<file path="src/tsp_pkg.sv">
// Shared types and constants for the time string parser.
// Holds the input and result beat structs, register indexes and character codes.
// No dependencies.
package tsp_pkg;

	localparam int CFG_INDEX_W = 8;
	localparam int CFG_DATA_W  = 8;

	localparam logic [CFG_INDEX_W-1:0] CFG_FIXED_WIDTH    = 8'd0;
	localparam logic [CFG_INDEX_W-1:0] CFG_SEPARATOR_CHAR = 8'd1;
	localparam logic [CFG_INDEX_W-1:0] CFG_HAS_SECONDS    = 8'd2;
	localparam logic [CFG_INDEX_W-1:0] CFG_HAS_FRACTION   = 8'd3;

	localparam logic       RST_FIXED_WIDTH    = 1'b1;
	localparam logic [7:0] RST_SEPARATOR_CHAR = 8'd58;
	localparam logic       RST_HAS_SECONDS    = 1'b1;
	localparam logic       RST_HAS_FRACTION   = 1'b1;

	localparam logic [7:0] CHAR_ZERO = 8'h30;
	localparam logic [7:0] CHAR_NINE = 8'h39;
	localparam logic [7:0] CHAR_DOT  = 8'h2E;

	localparam logic [4:0] POS_MAX     = 5'd31;
	localparam logic [6:0] HOUR_LIMIT  = 7'd24;
	localparam logic [6:0] MINUTE_LIMIT = 7'd60;
	localparam logic [2:0] FRAC_DIGITS = 3'd4;

	typedef struct packed {
		logic [7:0] text_char;
		logic       end_of_string;
	} item_t;

	typedef struct packed {
		logic        time_valid;
		logic [4:0]  hour_value;
		logic [5:0]  minute_value;
		logic [5:0]  second_value;
		logic [13:0] fraction_value;
	} result_t;

endpackage

</file>
<file path="src/time_string_parser.sv">
// Time string parser top level: input register, one-step parse logic, result register.
// Depends on tsp_pkg for the beat structs, register indexes and character codes.
// Each accepted character is held in the input register and parsed from there; parsing the
// last character of a string also loads the result beat.
// Throughput: one character per cycle; only a last character waits on a stalled result.
// Reset clears the parse state and restores the configuration registers to their defaults.
module time_string_parser (
	input  logic                          clk,
	input  logic                          arst_n,
	input  logic                          item_valid,
	output logic                          item_stall,
	input  tsp_pkg::item_t                item_data,
	output logic                          result_valid,
	input  logic                          result_stall,
	output tsp_pkg::result_t              result_data,
	input  logic                          cfg_valid,
	output logic                          cfg_ready,
	input  logic [tsp_pkg::CFG_INDEX_W-1:0] cfg_index,
	input  logic [tsp_pkg::CFG_DATA_W-1:0]  cfg_data
);
	import tsp_pkg::*;

	typedef enum logic [1:0] {PH_HOUR, PH_MIN, PH_SEC, PH_FRAC} phase_t;

	logic       fixed_q;
	logic [7:0] sep_q;
	logic       has_sec_q;
	logic       has_frac_q;

	logic       valid_s1;
	item_t      item_s1;
	logic       go_s1;

	phase_t      phase_q;
	logic [4:0]  pos_q;
	logic [1:0]  cnt_q;
	logic [6:0]  hour_q;
	logic [6:0]  min_q;
	logic [6:0]  sec_q;
	logic [13:0] frac_q;
	logic [2:0]  widx_q;
	logic        err_q;

	phase_t      n_phase;
	logic [1:0]  n_cnt;
	logic [6:0]  n_hour;
	logic [6:0]  n_min;
	logic [6:0]  n_sec;
	logic [13:0] n_frac;
	logic [2:0]  n_widx;
	logic        n_err;

	logic        out_valid_q;
	result_t     out_q;

	logic [7:0]  c;
	logic        is_dig;
	logic [3:0]  dval;
	logic        sep_on;
	logic        frac_ok;
	logic [4:0]  mpos;
	logic [4:0]  len;
	logic [13:0] frac_term;
	logic [6:0]  field_acc;
	logic [6:0]  field_next;
	logic        may_end;
	logic [7:0]  ender;
	logic        complete;
	logic        ok;
	result_t     res;

	function automatic logic [6:0] acc_step(input logic [6:0] acc, input logic [3:0] d);
		logic [10:0] prod;
		begin
			prod = {4'b0, acc} * 11'd10 + {7'b0, d};
			return prod[6:0];
		end
	endfunction

	assign cfg_ready    = 1'b1;
	assign go_s1        = valid_s1 && (!item_s1.end_of_string || !out_valid_q || !result_stall);
	assign item_stall   = valid_s1 && !go_s1;
	assign result_valid = out_valid_q;
	assign result_data  = out_q;

	assign c       = item_s1.text_char;
	assign is_dig  = (c >= CHAR_ZERO) && (c <= CHAR_NINE);
	assign dval    = 4'(c - CHAR_ZERO);
	assign sep_on  = sep_q != 8'd0;
	assign frac_ok = has_sec_q && has_frac_q;
	assign mpos    = 5'd2 + {4'b0, sep_on};
	assign len     = 5'd4 + {4'b0, sep_on} + (has_sec_q ? (5'd2 + {4'b0, sep_on}) : 5'd0);

	always_comb begin
		unique case (widx_q)
			3'd0:    frac_term = 14'(dval * 14'd1000);
			3'd1:    frac_term = 14'(dval * 14'd100);
			3'd2:    frac_term = 14'(dval * 14'd10);
			3'd3:    frac_term = {10'b0, dval};
			default: frac_term = 14'd0;
		endcase
	end

	always_comb begin
		unique case (phase_q)
			PH_HOUR: begin
				field_acc = hour_q;
				may_end   = 1'b1;
				ender     = sep_q;
			end
			PH_MIN: begin
				field_acc = min_q;
				may_end   = has_sec_q;
				ender     = sep_q;
			end
			PH_SEC: begin
				field_acc = sec_q;
				may_end   = has_frac_q;
				ender     = CHAR_DOT;
			end
			default: begin
				field_acc = frac_q[6:0];
				may_end   = 1'b0;
				ender     = CHAR_DOT;
			end
		endcase
		field_next = acc_step(field_acc, dval);
	end

	always_comb begin
		n_phase = phase_q;
		n_cnt   = cnt_q;
		n_hour  = hour_q;
		n_min   = min_q;
		n_sec   = sec_q;
		n_frac  = frac_q;
		n_widx  = widx_q;
		n_err   = err_q;
		if (!err_q) begin
			if (fixed_q) begin
				priority if (pos_q < 5'd2) begin
					if (!is_dig) n_err = 1'b1;
					else n_hour = acc_step(hour_q, dval);
				end else if (sep_on && pos_q == 5'd2) begin
					n_err = c != sep_q;
				end else if (pos_q < mpos + 5'd2) begin
					if (!is_dig) n_err = 1'b1;
					else n_min = acc_step(min_q, dval);
				end else if (pos_q < len) begin
					if (sep_on && pos_q == mpos + 5'd2) n_err = c != sep_q;
					else if (!is_dig) n_err = 1'b1;
					else n_sec = acc_step(sec_q, dval);
				end else if (pos_q == len) begin
					n_err = !(frac_ok && c == CHAR_DOT);
				end else if (frac_ok) begin
					if (!is_dig) n_err = 1'b1;
					else if (widx_q < FRAC_DIGITS) begin
						n_frac = frac_q + frac_term;
						n_widx = widx_q + 3'd1;
					end
				end else begin
					n_err = 1'b1;
				end
			end else if (phase_q == PH_FRAC) begin
				if (!is_dig) n_err = 1'b1;
				else if (widx_q < FRAC_DIGITS) begin
					n_frac = frac_q + frac_term;
					n_widx = widx_q + 3'd1;
				end
			end else begin
				priority if (cnt_q < 2'd2 && is_dig) begin
					n_cnt = cnt_q + 2'd1;
					unique case (phase_q)
						PH_HOUR: n_hour = field_next;
						PH_MIN:  n_min  = field_next;
						default: n_sec  = field_next;
					endcase
				end else if (cnt_q != 2'd0 && may_end && c == ender) begin
					n_cnt = 2'd0;
					unique case (phase_q)
						PH_HOUR: n_phase = PH_MIN;
						PH_MIN:  n_phase = PH_SEC;
						default: n_phase = PH_FRAC;
					endcase
				end else begin
					n_err = 1'b1;
				end
			end
		end
	end

	always_comb begin
		if (fixed_q) begin
			complete = ({1'b0, pos_q} + 6'd1) >= {1'b0, len};
		end else begin
			unique case (n_phase)
				PH_MIN:  complete = n_cnt != 2'd0 && !has_sec_q;
				PH_SEC:  complete = n_cnt != 2'd0;
				PH_FRAC: complete = 1'b1;
				default: complete = 1'b0;
			endcase
		end
		ok = !n_err && complete && n_hour < HOUR_LIMIT && n_min < MINUTE_LIMIT
			&& n_sec < MINUTE_LIMIT;
		res.time_valid     = ok;
		res.hour_value     = ok ? n_hour[4:0] : 5'd0;
		res.minute_value   = ok ? n_min[5:0] : 6'd0;
		res.second_value   = ok ? n_sec[5:0] : 6'd0;
		res.fraction_value = ok ? n_frac : 14'd0;
	end

	always_ff @(posedge clk or negedge arst_n) begin
		if (!arst_n) begin
			fixed_q     <= RST_FIXED_WIDTH;
			sep_q       <= RST_SEPARATOR_CHAR;
			has_sec_q   <= RST_HAS_SECONDS;
			has_frac_q  <= RST_HAS_FRACTION;
			valid_s1    <= 1'b0;
			out_valid_q <= 1'b0;
			phase_q     <= PH_HOUR;
			pos_q       <= 5'd0;
			cnt_q       <= 2'd0;
			hour_q      <= 7'd0;
			min_q       <= 7'd0;
			sec_q       <= 7'd0;
			frac_q      <= 14'd0;
			widx_q      <= 3'd0;
			err_q       <= 1'b0;
		end else begin
			if (cfg_valid && cfg_ready) begin
				unique case (cfg_index)
					CFG_FIXED_WIDTH:    fixed_q    <= cfg_data[0];
					CFG_SEPARATOR_CHAR: sep_q      <= cfg_data;
					CFG_HAS_SECONDS:    has_sec_q  <= cfg_data[0];
					CFG_HAS_FRACTION:   has_frac_q <= cfg_data[0];
					default: ;
				endcase
			end
			if (item_valid && !item_stall) begin
				valid_s1 <= 1'b1;
			end else if (go_s1) begin
				valid_s1 <= 1'b0;
			end
			if (go_s1 && item_s1.end_of_string) begin
				out_valid_q <= 1'b1;
			end else if (!result_stall) begin
				out_valid_q <= 1'b0;
			end
			if (go_s1) begin
				if (item_s1.end_of_string) begin
					phase_q <= PH_HOUR;
					pos_q   <= 5'd0;
					cnt_q   <= 2'd0;
					hour_q  <= 7'd0;
					min_q   <= 7'd0;
					sec_q   <= 7'd0;
					frac_q  <= 14'd0;
					widx_q  <= 3'd0;
					err_q   <= 1'b0;
				end else begin
					phase_q <= n_phase;
					cnt_q   <= n_cnt;
					hour_q  <= n_hour;
					min_q   <= n_min;
					sec_q   <= n_sec;
					frac_q  <= n_frac;
					widx_q  <= n_widx;
					err_q   <= n_err;
					if (pos_q < POS_MAX) begin
						pos_q <= pos_q + 5'd1;
					end
				end
			end
		end
	end

	always_ff @(posedge clk) begin
		if (item_valid && !item_stall) begin
			item_s1 <= item_data;
		end
		if (go_s1 && item_s1.end_of_string) begin
			out_q <= res;
		end
	end

endmodule

</file>
<file path="config.mk">
export PLATFORM = sky130hd
export DESIGN_NAME = time_string_parser
export DESIGN_NICKNAME = d
export VERILOG_FILES = /design/src/tsp_pkg.sv /design/src/time_string_parser.sv
export SDC_FILE = /design/constraint.sdc
export NUM_CORES = 1
export LEC_CHECK = 0
export BUFFER_PORTS_ARGS = -buffer_cell sky130_fd_sc_hd__buf_2
export CAP_MARGIN = 20
export CORE_MARGIN = 2
export CORE_UTILIZATION = 30
export DETAILED_ROUTE_END_ITERATION = 7
export HOLD_SLACK_MARGIN = 0.08
export PLACE_DENSITY = 0.54
export SLEW_MARGIN = 10
export SYNTH_ARGS = -nofsm -noshare
export SYNTH_HDL_FRONTEND = slang
export SYNTH_SLANG_ARGS = --single-unit
</file>
<file path="constraint.sdc">
create_clock -name clk -period 10.9 [get_ports clk]
set_input_delay 1.09 -clock clk [delete_from_list [all_inputs] [get_ports clk]]
set_output_delay 1.09 -clock clk [all_outputs]
set_load 0.05 [all_outputs]
</file>
==> flow_summary.toml, run 1 <==
[clock_tree]
cts_tree = "built"
post_cts_resized = 0
clk_path_buf_depth = 2
clkTransAtPathRegs_ns = 0.08
cts_buffers = 9
h-tree-depth = 3
cts_root_buf = "clkbuf_16"
clkSinkCount = 102
post_cts_buffers = 0
clkLatencyLatePin_ns = 0.37
hold_buffers = 0

[yosys]
seq_area_frac_synth = 0.3260
synth_top_area_cell = "dfrtp_1"
synthTopCellsByArea = "dfrtp_1, edfxtp_1, ha_1, fa_1, nor3_2"
yosys.cell_types.count = 85
syn_area_sq_um = 8486
synth_top_area_share = 0.1592
synth_ff_type = "dfrtp_1"
syn_nets = 984
synth_warnings = 0
syn-mean-instance-area_sq_um = 9.995
ys_seq_elements = 102
async_flop_share = 0.5980
synth-edff-count = 41
syn_inst = 849

[setup_path]
crit_fanout = 16
startpoint_type = "flop"
cp-end-kind = "flop"
cp_data_arrival_time_ns = 5.46
cp.required_ns = 11.01
path_class = "flop to flop"

[power_and_ir_drop]
power_density_nw_per_um2 = 110.0
ir_drop_v = 0.00006497
leakage_nw = 3.908

[routing]
via_per_inst = 5.292
vias = 6790
drtIter0Drc = 635
drc = 0
wire_per_inst_um = 18.69
firstDrtPassIters = 6
drtAntennaViolNets = 0
totalWireLength_mm = 23.98

[timing]
skew_ns = 0.009596
fmax_mhz = 186.7
setup_ws_ns = 5.545
timing.setup.tns_ns = 0
fin_crit_ns = 5.355
period_share = 0.4913
rsz0062_at_grt = "no"
worst_pin_slew_ns = 0.9477
slew_headroom = 0.3639
setup_viol = 0
holdWs_ns = 0.4674
slew_viol_final = 0
finalHoldViolations = 0

[floorplan]
core_sq_um = 27780
die_y_um = 172.2
placementRows = 61
die_w_um = 172.2
fp.dieArea_sq_um = 29650
initial_core_util = 0.3054
top_level_ports = 65

[grt]
antenna_found_initial = 0
grt_pass1_wl_mm = 37.87
grt_pass1_vias = 6724
grtUsageTotal = 0.1678
grt-ovfl-total = 0
grt_max_degree = 62

[cells_and_area]
final_util = 0.3406
final_layout_size_suffix_gt1_frac = 0.1890
fin_nets = 1035
antennaDiodeCount = 0
fill_cells = 2919
area_growth_syn_to_layout_pct = 11.50
fin_area_sq_um = 9462

[run]
max_cap_violations = 0

[placement]
numPortBuffers = 63
dpl_worst_slack_ns = 5.555
place_area_sq_um = 9173
gp_congestion = 0.9049
hpwl_mm = 17.67

[worst_hold_path]
hold_path.class = "flop to flop"

[status]
status = "finished clean"
==> worst paths after layout <==
check	startpoint	to	slack, ns	cells after the start
hold / removal	cnt_q[0]$_DFFE_PN0P_	cnt_q[0]$_DFFE_PN0P_	0.47	1
hold reg to reg	cnt_q[0]$_DFFE_PN0P_	cnt_q[0]$_DFFE_PN0P_	0.47	1
setup / recovery	c[2]$_DFFE_PP_	result_data[13]$_SDFFCE_PN0P_	5.54	17
setup reg to reg	c[2]$_DFFE_PP_	result_data[13]$_SDFFCE_PN0P_	5.54	17
max in group asynchronous	arst_n	frac_q[12]$_DFFE_PN0P_	9.40	2
min in group asynchronous	arst_n	hour_q[3]$_DFFE_PN0P_	0.93	2
==> placed cells by master, fill, tap and decap left out, types with 9 or more instances in the layout <==
master     count
a211oi_1       9
a21o_1        16
a21oi_1       40
a22o_1        14
and3_1        11
buf_2         63
buf_4         10
clkbuf_16      9
dfrtp_1       54
edfxtp_1      41
fa_1          18
ha_1          87
inv_1         58
mux2_2        15
mux2i_1       18
nand2_1       59
nand2b_1      13
nand3_1       22
nor2_1        40
nor2b_1       13
nor3_1        15
nor3_2        30
o21ai_0       50
o22ai_1       10
xnor2_1       30
xor2_1        18
==> state kept, by name, indices dropped and copies added, names as in the netlist <==
| register | flops |
|---|---|
| valid_s1 | 1 |
| err_q | 1 |
| cnt_q | 2 |
| c | 8 |
| hour_q | 7 |
| sep_q | 8 |
| min_q | 7 |
| has_sec_q | 1 |
| frac_q | 14 |
| widx_q | 3 |
| sec_q | 7 |
| fixed_q | 1 |
| item_s1 | 1 |
| phase_q | 2 |
| result_valid | 1 |
| result_data | 32 |
| has_frac_q | 1 |
| pos_q | 5 |
==> power breakdown <==
part | switching [mW] | internal [mW]
logic | 0.173 | 0.104
registers | 0.0249 | 0.416
clock network | 0.165 | 0.158
total | 0.363 | 0.678
==> logic make-up after synthesis <==
group                    share of synthesized area
XOR/XNOR                                   0.04954
buffers and inverters                      0.04777
AND/OR/NAND/NOR                             0.1799
AO/OA/AOI/OAI                               0.1685
multiplexers                               0.05706
flip-flops                                  0.3260
adder cells (fa/ha/maj)                     0.1707
other                                    0.0004419
==> per-stage QoR <==
stage / total power, mW / instances
final: 1.041 / 1283
after global routing: 1.101 / 1283
after CTS: 1.050 / 1282
after detailed placement: 0.7238 / 1266
after global placement: 0.7216 / 1266
after floorplan: 0.6462 / 849
==> final cells by class <==
type	instances	area, sq um	area share
multi-input cells	654	5325	0.5628
flip-flops and latches	102	2766	0.2924
well taps	378	473.0	0.04999
repair buffers	73	390.4	0.04126
clock buffers	9	225.2	0.02380
inverters	60	225.2	0.02380
clock inverters	7	56.30	0.005951
==> critical path: stages, from the launching register on <==
cell and delay (ns):
edfxtp_1 0.74, fa_1 0.72, inv_1 0.10, fa_1 0.52, inv_1 0.05, ha_1 0.33, nor2b_1 0.15, or3_1 0.30
a32o_1 0.27, ha_1 0.31, and3_1 0.23, and3_1 0.19, a21oi_1 0.10, o21ai_0 0.12, o41ai_1 0.34, mux2i_1 0.35
xor2_1 0.21, nor3_2 0.05
==> synth_stat cells (all sizes together) (4+ instances only) <==
| cell type | instances |
|---|---|
| fa | 18 |
| xor2 | 18 |
| nand2 | 59 |
| a32o | 5 |
| a22oi | 5 |
| nand3 | 22 |
| a211oi | 10 |
| and3 | 11 |
| nand4 | 6 |
| dfstp | 7 |
| o21ai | 52 |
| inv | 59 |
| nand2b | 13 |
| nor2 | 41 |
| or4 | 7 |
| buf | 16 |
| a21oi | 40 |
| ha | 87 |
| mux4 | 6 |
| nor2b | 13 |
| or2 | 4 |
| o22ai | 10 |
| o41ai | 4 |
| mux2 | 15 |
| and2 | 6 |
| o211ai | 5 |
| a22o | 14 |
| xnor2 | 30 |
| edfxtp | 41 |
| dfrtp | 54 |
| nor4 | 5 |
| a21o | 16 |
| nor3 | 45 |
| or3 | 4 |
| clkbuf | 17 |
| nor3b | 8 |
| o32ai | 4 |
| a31oi | 5 |
| mux2i | 18 |
==> layer usage <==
layer  vias up  part of all wire  global-route usage
met5         -                 0                   0
met4         0             0.031             0.06686
met3        49             0.037             0.02083
met2       161              0.47              0.2729
met1      3344              0.46              0.2268
li1       3236                 -                   -
Power figures use the tool's default switching activity.
==> run 2: changes to the inputs <==
Clock period 10.9 ns to 5.39 ns, I/O delays scaled along.
==> run 2 against run 1 <==
Net effect:
- clock power increased by 130%
- register-to-register slack worse by 5.0 ns
- combinational power increased by 110%
- die area stayed put
- clock skew increased by 0.0061 ns
- sequential power increased by 100%
- non-clock buffer count up 5
- critical endpoint unchanged
- largest power group unchanged
==> flow_summary.toml, run 2 (synthesized netlist as in run 1, its figures left out) <==
[status]
status = "finished clean"

[power_and_ir_drop]
leakage_nw = 3.954
ir_drop_v = 0.0001339
power_density_nw_per_um2 = 230.5

[cells_and_area]
antennaDiodeCount = 0
area_growth_syn_to_layout_pct = 12.53
final_common_cell = "ha_1"
final_cells = 1288
fin_nets = 1040
final_layout_size_suffix_gt1_frac = 0.1934
final_cell_mix = "ha_1, buf_2, nand2_1"
fin_area_sq_um = 9549
largest_reg_flops = 32

[setup_path]
crit_fanout = 4
cp_data_arrival_time_ns = 4.97
startpoint_type = "flop"
path_class = "flop to flop"
cp.required_ns = 5.50
cp-end-kind = "flop"

[floorplan]
core_sq_um = 27780
die_w_um = 172.2
fp.dieArea_sq_um = 29650
die_y_um = 172.2
initial_core_util = 0.3054
top_level_ports = 65
placementRows = 61

[timing]
rsz0062_at_grt = "no"
worst_pin_slew_ns = 1.007
skew_ns = 0.01570
setup_viol = 0
fmax_mhz = 205.6
slew_headroom = 0.3229
slew_viol_final = 0
finalHoldViolations = 0
fin_crit_ns = 4.863
period_share = 0.9022
holdWs_ns = 0.3472
timing.setup.tns_ns = 0

[clock_tree]
post_cts_buffers = 0
hold_buffers = 0
cts_tree = "built"
post_cts_resized = 0
clkSinkCount = 102
cts_buffers = 9
clkTransAtPathRegs_ns = 0.08
cts_root_buf = "clkbuf_16"
clk_path_buf_depth = 2
clkLatencyLatePin_ns = 0.37
h-tree-depth = 3

[grt]
grt_max_degree = 62
grt-ovfl-total = 0
grt_pass1_wl_mm = 37.67
grtUsageTotal = 0.1660
grt_pass1_vias = 6579
antenna_found_initial = 0

[worst_hold_path]
hold_path.class = "input port to flop"

[placement]
numPortBuffers = 63
hpwl_mm = 17.81
dpl.cell_count = 1272
gp_congestion = 0.9152
place_area_sq_um = 9218

[run]
max_cap_violations = 0

[routing]
totalWireLength_mm = 23.71
drtAntennaViolNets = 0
drc = 0
drtIter0Drc = 581
firstDrtPassIters = 6
wire_per_inst_um = 18.41
via_per_inst = 5.209
vias = 6709
-- run 2: cell count changes in the layout (fill, tap and decap cells not counted), sizes merged --
cell      delta
inv          -1
clkinvlp     -1
buf          +5
bufinv       +2
-- run 2: critical path, cell delays in order, from the launching register on --
cell and delay [ns]:
edfxtp_1 0.42, fa_1 0.62, inv_1 0.10, fa_1 0.51, inv_1 0.04, ha_1 0.32
nor2b_1 0.15, or3_1 0.30, a32o_1 0.26, ha_1 0.32, and3_1 0.23, and3_1 0.18
a21oi_1 0.11, o21ai_0 0.13, o41ai_1 0.33, mux2i_1 0.33, xor2_1 0.20, nor3_2 0.05
-- run 2: per-layer routing --
layer  global-route usage  up-vias  wire [um]
met1               0.2268     3274      11180
met4              0.04457        0        461
met2               0.2686      162      10980
li1                     -     3244          -
met3              0.03227       29       1091
met5                    0        -          0
-- run 2: area by class of cell --
| class | count | area (sq um) |
|---|---|---|
| Clock buffer | 9 | 225.2 |
| Clock inverter | 7 | 106.4 |
| Fill cell | 2889 | 18230 |
| Inverter | 60 | 225.2 |
| Multi-Input combinational cell | 654 | 5325 |
| Sequential cell | 102 | 2766 |
| Tap cell | 378 | 473.0 |
| Timing Repair Buffer | 78 | 427.9 |
-- run 2: report_power, final --
| part | leakage [nW] | internal (mW) | switching (mW) |
|---|---|---|---|
| clock | 0.159 | 0.414 | 0.332 |
| sequential | 1.21 | 0.841 | 0.0440 |
| combinational | 2.58 | 0.213 | 0.357 |
-- run 2: metrics by stage --
stage / utilization / worst slack [ns] / power (mW)
3_3_place_gp: 0.3318 / 0.5350 / 1.466
6_report: 0.3437 / 0.5271 / 2.201
4_1_cts: 0.3437 / 0.5011 / 2.227
3_5_place_dp: 0.3318 / 0.5063 / 1.469
5_1_grt: 0.3437 / 0.1828 / 2.318
2_1_floorplan: - / 0.5242 / 1.307
-- run 2: worst paths after layout --
kind                                 startpoint                            end  slack, ns  cells after the start
max                              c[1]$_DFFE_PP_  result_data[13]$_SDFFCE_PN0P_       0.53                     17
min                                item_data[7]                 c[6]$_DFFE_PP_       0.35                      1
max reg2reg                      c[1]$_DFFE_PP_  result_data[13]$_SDFFCE_PN0P_       0.53                     17
min reg2reg                cnt_q[0]$_DFFE_PN0P_           cnt_q[0]$_DFFE_PN0P_       0.47                      1
max in group asynchronous                arst_n         phase_q[0]$_DFFE_PN0P_       4.44                      2
min in group asynchronous                arst_n          hour_q[3]$_DFFE_PN0P_       0.37                      2
==> run 3: changes to the inputs <==
Settings changed: RECOVER_POWER set to 100.
==> run 3 against run 2 <==
Net effect:
- the flow now finishes with violations (capacitance limit, slew limit)
- highest routed layer unchanged
- non-clock buffer count is the same
- sequential share of layout area grew 0.67 points
- critical path depth is the same
==> flow_summary.toml, run 3 (synthesized netlist as in run 1, its figures left out) <==
[status]
status = "complete, but fails checks"
violations = "capacitance limit, slew limit"

[placement]
place_area_sq_um = 9218
hpwl_mm = 17.81
gp_congestion = 0.9152
numPortBuffers = 63

[cells_and_area]
antennaDiodeCount = 0
final_cell_mix = "ha_1, nand2_1, inv_1"
area_growth_syn_to_layout_pct = 9.997
fin_nets = 1040
largest_reg_flops = 32
fill_cells = 2924
fin_area_sq_um = 9334
final_common_cell = "ha_1"
final_layout_size_suffix_gt1_frac = 0.1165

[setup_path]
crit_chain = "fa_1 > inv_1 > fa_1 > inv_1 > ha_1 > nor2b_1 > or3_1 > a32o_1 > ha_1 > and3_1 > and3_1 > a21oi_1 > o21ai_0 > o41ai_1 > mux2i_1 > xor2_1 > nor3_2"
startpoint_type = "flop"
slowest_delay_ns = 0.62
cp_data_arrival_time_ns = 4.97
path_class = "flop to flop"
cp-end-kind = "flop"
crit_fanout = 4
reg2reg_slack_ns = 0.53
r2r_end = "result_data[13]$_SDFFCE_PN0P_"
r2r_cells = 17
cp_slowest_cell = "fa_1"
rr_startpoint = "c[1]$_DFFE_PP_"
critPathLaunch = "c[1]$_DFFE_PP_"
cp.required_ns = 5.50

[floorplan]
core_sq_um = 27780
placementRows = 61
die_y_um = 172.2
initial_core_util = 0.3054
top_level_ports = 65
fp.dieArea_sq_um = 29650
die_w_um = 172.2

[clock_tree]
clkSinkCount = 102
post_cts_buffers = 0
cts_root_buf = "clkbuf_16"
h-tree-depth = 3
clk_path_buf_depth = 2
cts_buffers = 9
hold_buffers = 0
post_cts_resized = 0
cts_tree = "built"
clkLatencyLatePin_ns = 0.37
clkTransAtPathRegs_ns = 0.08

[power_and_ir_drop]
leakage_nw = 3.826
power_frac_clock = 0.340
ir_drop_v = 0.0001339
p_sw_frac = 0.3334
seqPwrFrac = 0.404
comb_power_share = 0.256
intPower_mw = 1.463
switching_power_uw = 731.6
power_density_nw_per_um2 = 235.1

[timing]
slew_viol_final = 138
finalHoldViolations = 0
fin_crit_ns = 4.857
timing.setup.tns_ns = 0
slew_headroom = -1.432
worst_pin_slew_ns = 3.648
fmax_mhz = 205.9
skew_ns = 0.01610
setup_viol = 0
rsz0062_at_grt = "no"
period_share = 0.9012

[worst_hold_path]
whs_endpoint = "c[6]$_DFFE_PP_"
hp-start = "item_data[7]"
hold_path.class = "input port to flop"
hold_path_depth = 1

[grt]
antenna_found_initial = 0
grt-ovfl-total = 0
grtUsageTotal = 0.1660
grt_pass1_vias = 6579
grt_pass1_wl_mm = 37.67
grt_max_degree = 62

[routing]
drtIter0Drc = 582
drc = 0
totalWireLength_mm = 23.81
firstDrtPassIters = 5
vias = 6688
via_per_inst = 5.193
drtAntennaViolNets = 0
wire_per_inst_um = 18.48

[run]
max_cap_violations = 4
[run 3: changes by cell type in the layout (fill, tap and decap cells not counted), moves of 3 or more]
cell,before,now
clkbuf_1,0,39
and2_1,5,2
nor3_2,30,3
and2_0,0,3
buf_4,15,9
buf_2,63,29
nor3_1,15,42
[run 3: critical path, delay by kind of cell, from the launching register on]
family          cells  cell delay (ns)
flops               1             0.42
mux                 1             0.33
xor+xnor            1             0.20
compound gates      4             0.83
simple gates        5             0.91
buf+inv             2             0.14
fa+ha+maj           4             1.77
[run 3: layer usage]
layer	GRT usage	vias to the layer above	part of all wire
li1	-	3245	-
met4	0.04457	0	0.020
met2	0.2686	157	0.46
met1	0.2268	3258	0.47
met5	0	-	0
met3	0.03227	28	0.047
[run 3: power by group through the flow]
stage	logic (mW)	registers, mW	clock network [mW]
floorplan	0.388	0.919	0
global placement	0.566	0.901	0
detailed placement	0.568	0.900	0
CTS	0.573	0.885	0.769
global route	0.625	0.892	0.794
finish	0.563	0.886	0.746
[run 3: stage by stage]
| stage | std cells | setup WS, ns | util | hold WS, ns | power (mW) |
|---|---|---|---|---|---|
| floorplan | 849 | 0.5242 | - | 0.2434 | 1.307 |
| global placement | 1272 | 0.5350 | 0.3318 | 0.4566 | 1.466 |
| detailed placement | 1272 | 0.5063 | 0.3318 | 0.4669 | 1.469 |
| CTS | 1288 | 0.5011 | 0.3437 | 0.3361 | 2.227 |
| global route | 1288 | 0.1878 | 0.3360 | 0.3382 | 2.311 |
| finish | 1288 | 0.5327 | 0.3360 | 0.3455 | 2.195 |
[run 3: final cells by class]
cell class	count	area, sq um	share of cell area
well taps	378	473.0	0.05067
inverters	60	225.2	0.02413
multi-input cells	654	5171	0.5540
flip-flops and latches	102	2766	0.2964
clock buffers	9	225.2	0.02413
repair buffers	78	366.6	0.03928
clock inverters	7	106.4	0.01139
[run 3: worst max-delay path by stage]
stage | endpoint | slack (ns) | cells after the start
finish | result_data[13]$_SDFFCE_PN0P_ | 0.53 | 17
global route | result_data[13]$_SDFFCE_PN0P_ | 0.19 | 17
CTS | result_data[13]$_SDFFCE_PN0P_ | 0.50 | 17
detailed placement | result_data[13]$_SDFFCE_PN0P_ | 0.51 | 17
global placement | result_data[13]$_SDFFCE_PN0P_ | 0.53 | 17
floorplan | result_data[13]$_SDFFCE_PN0P_ | 0.52 | 17
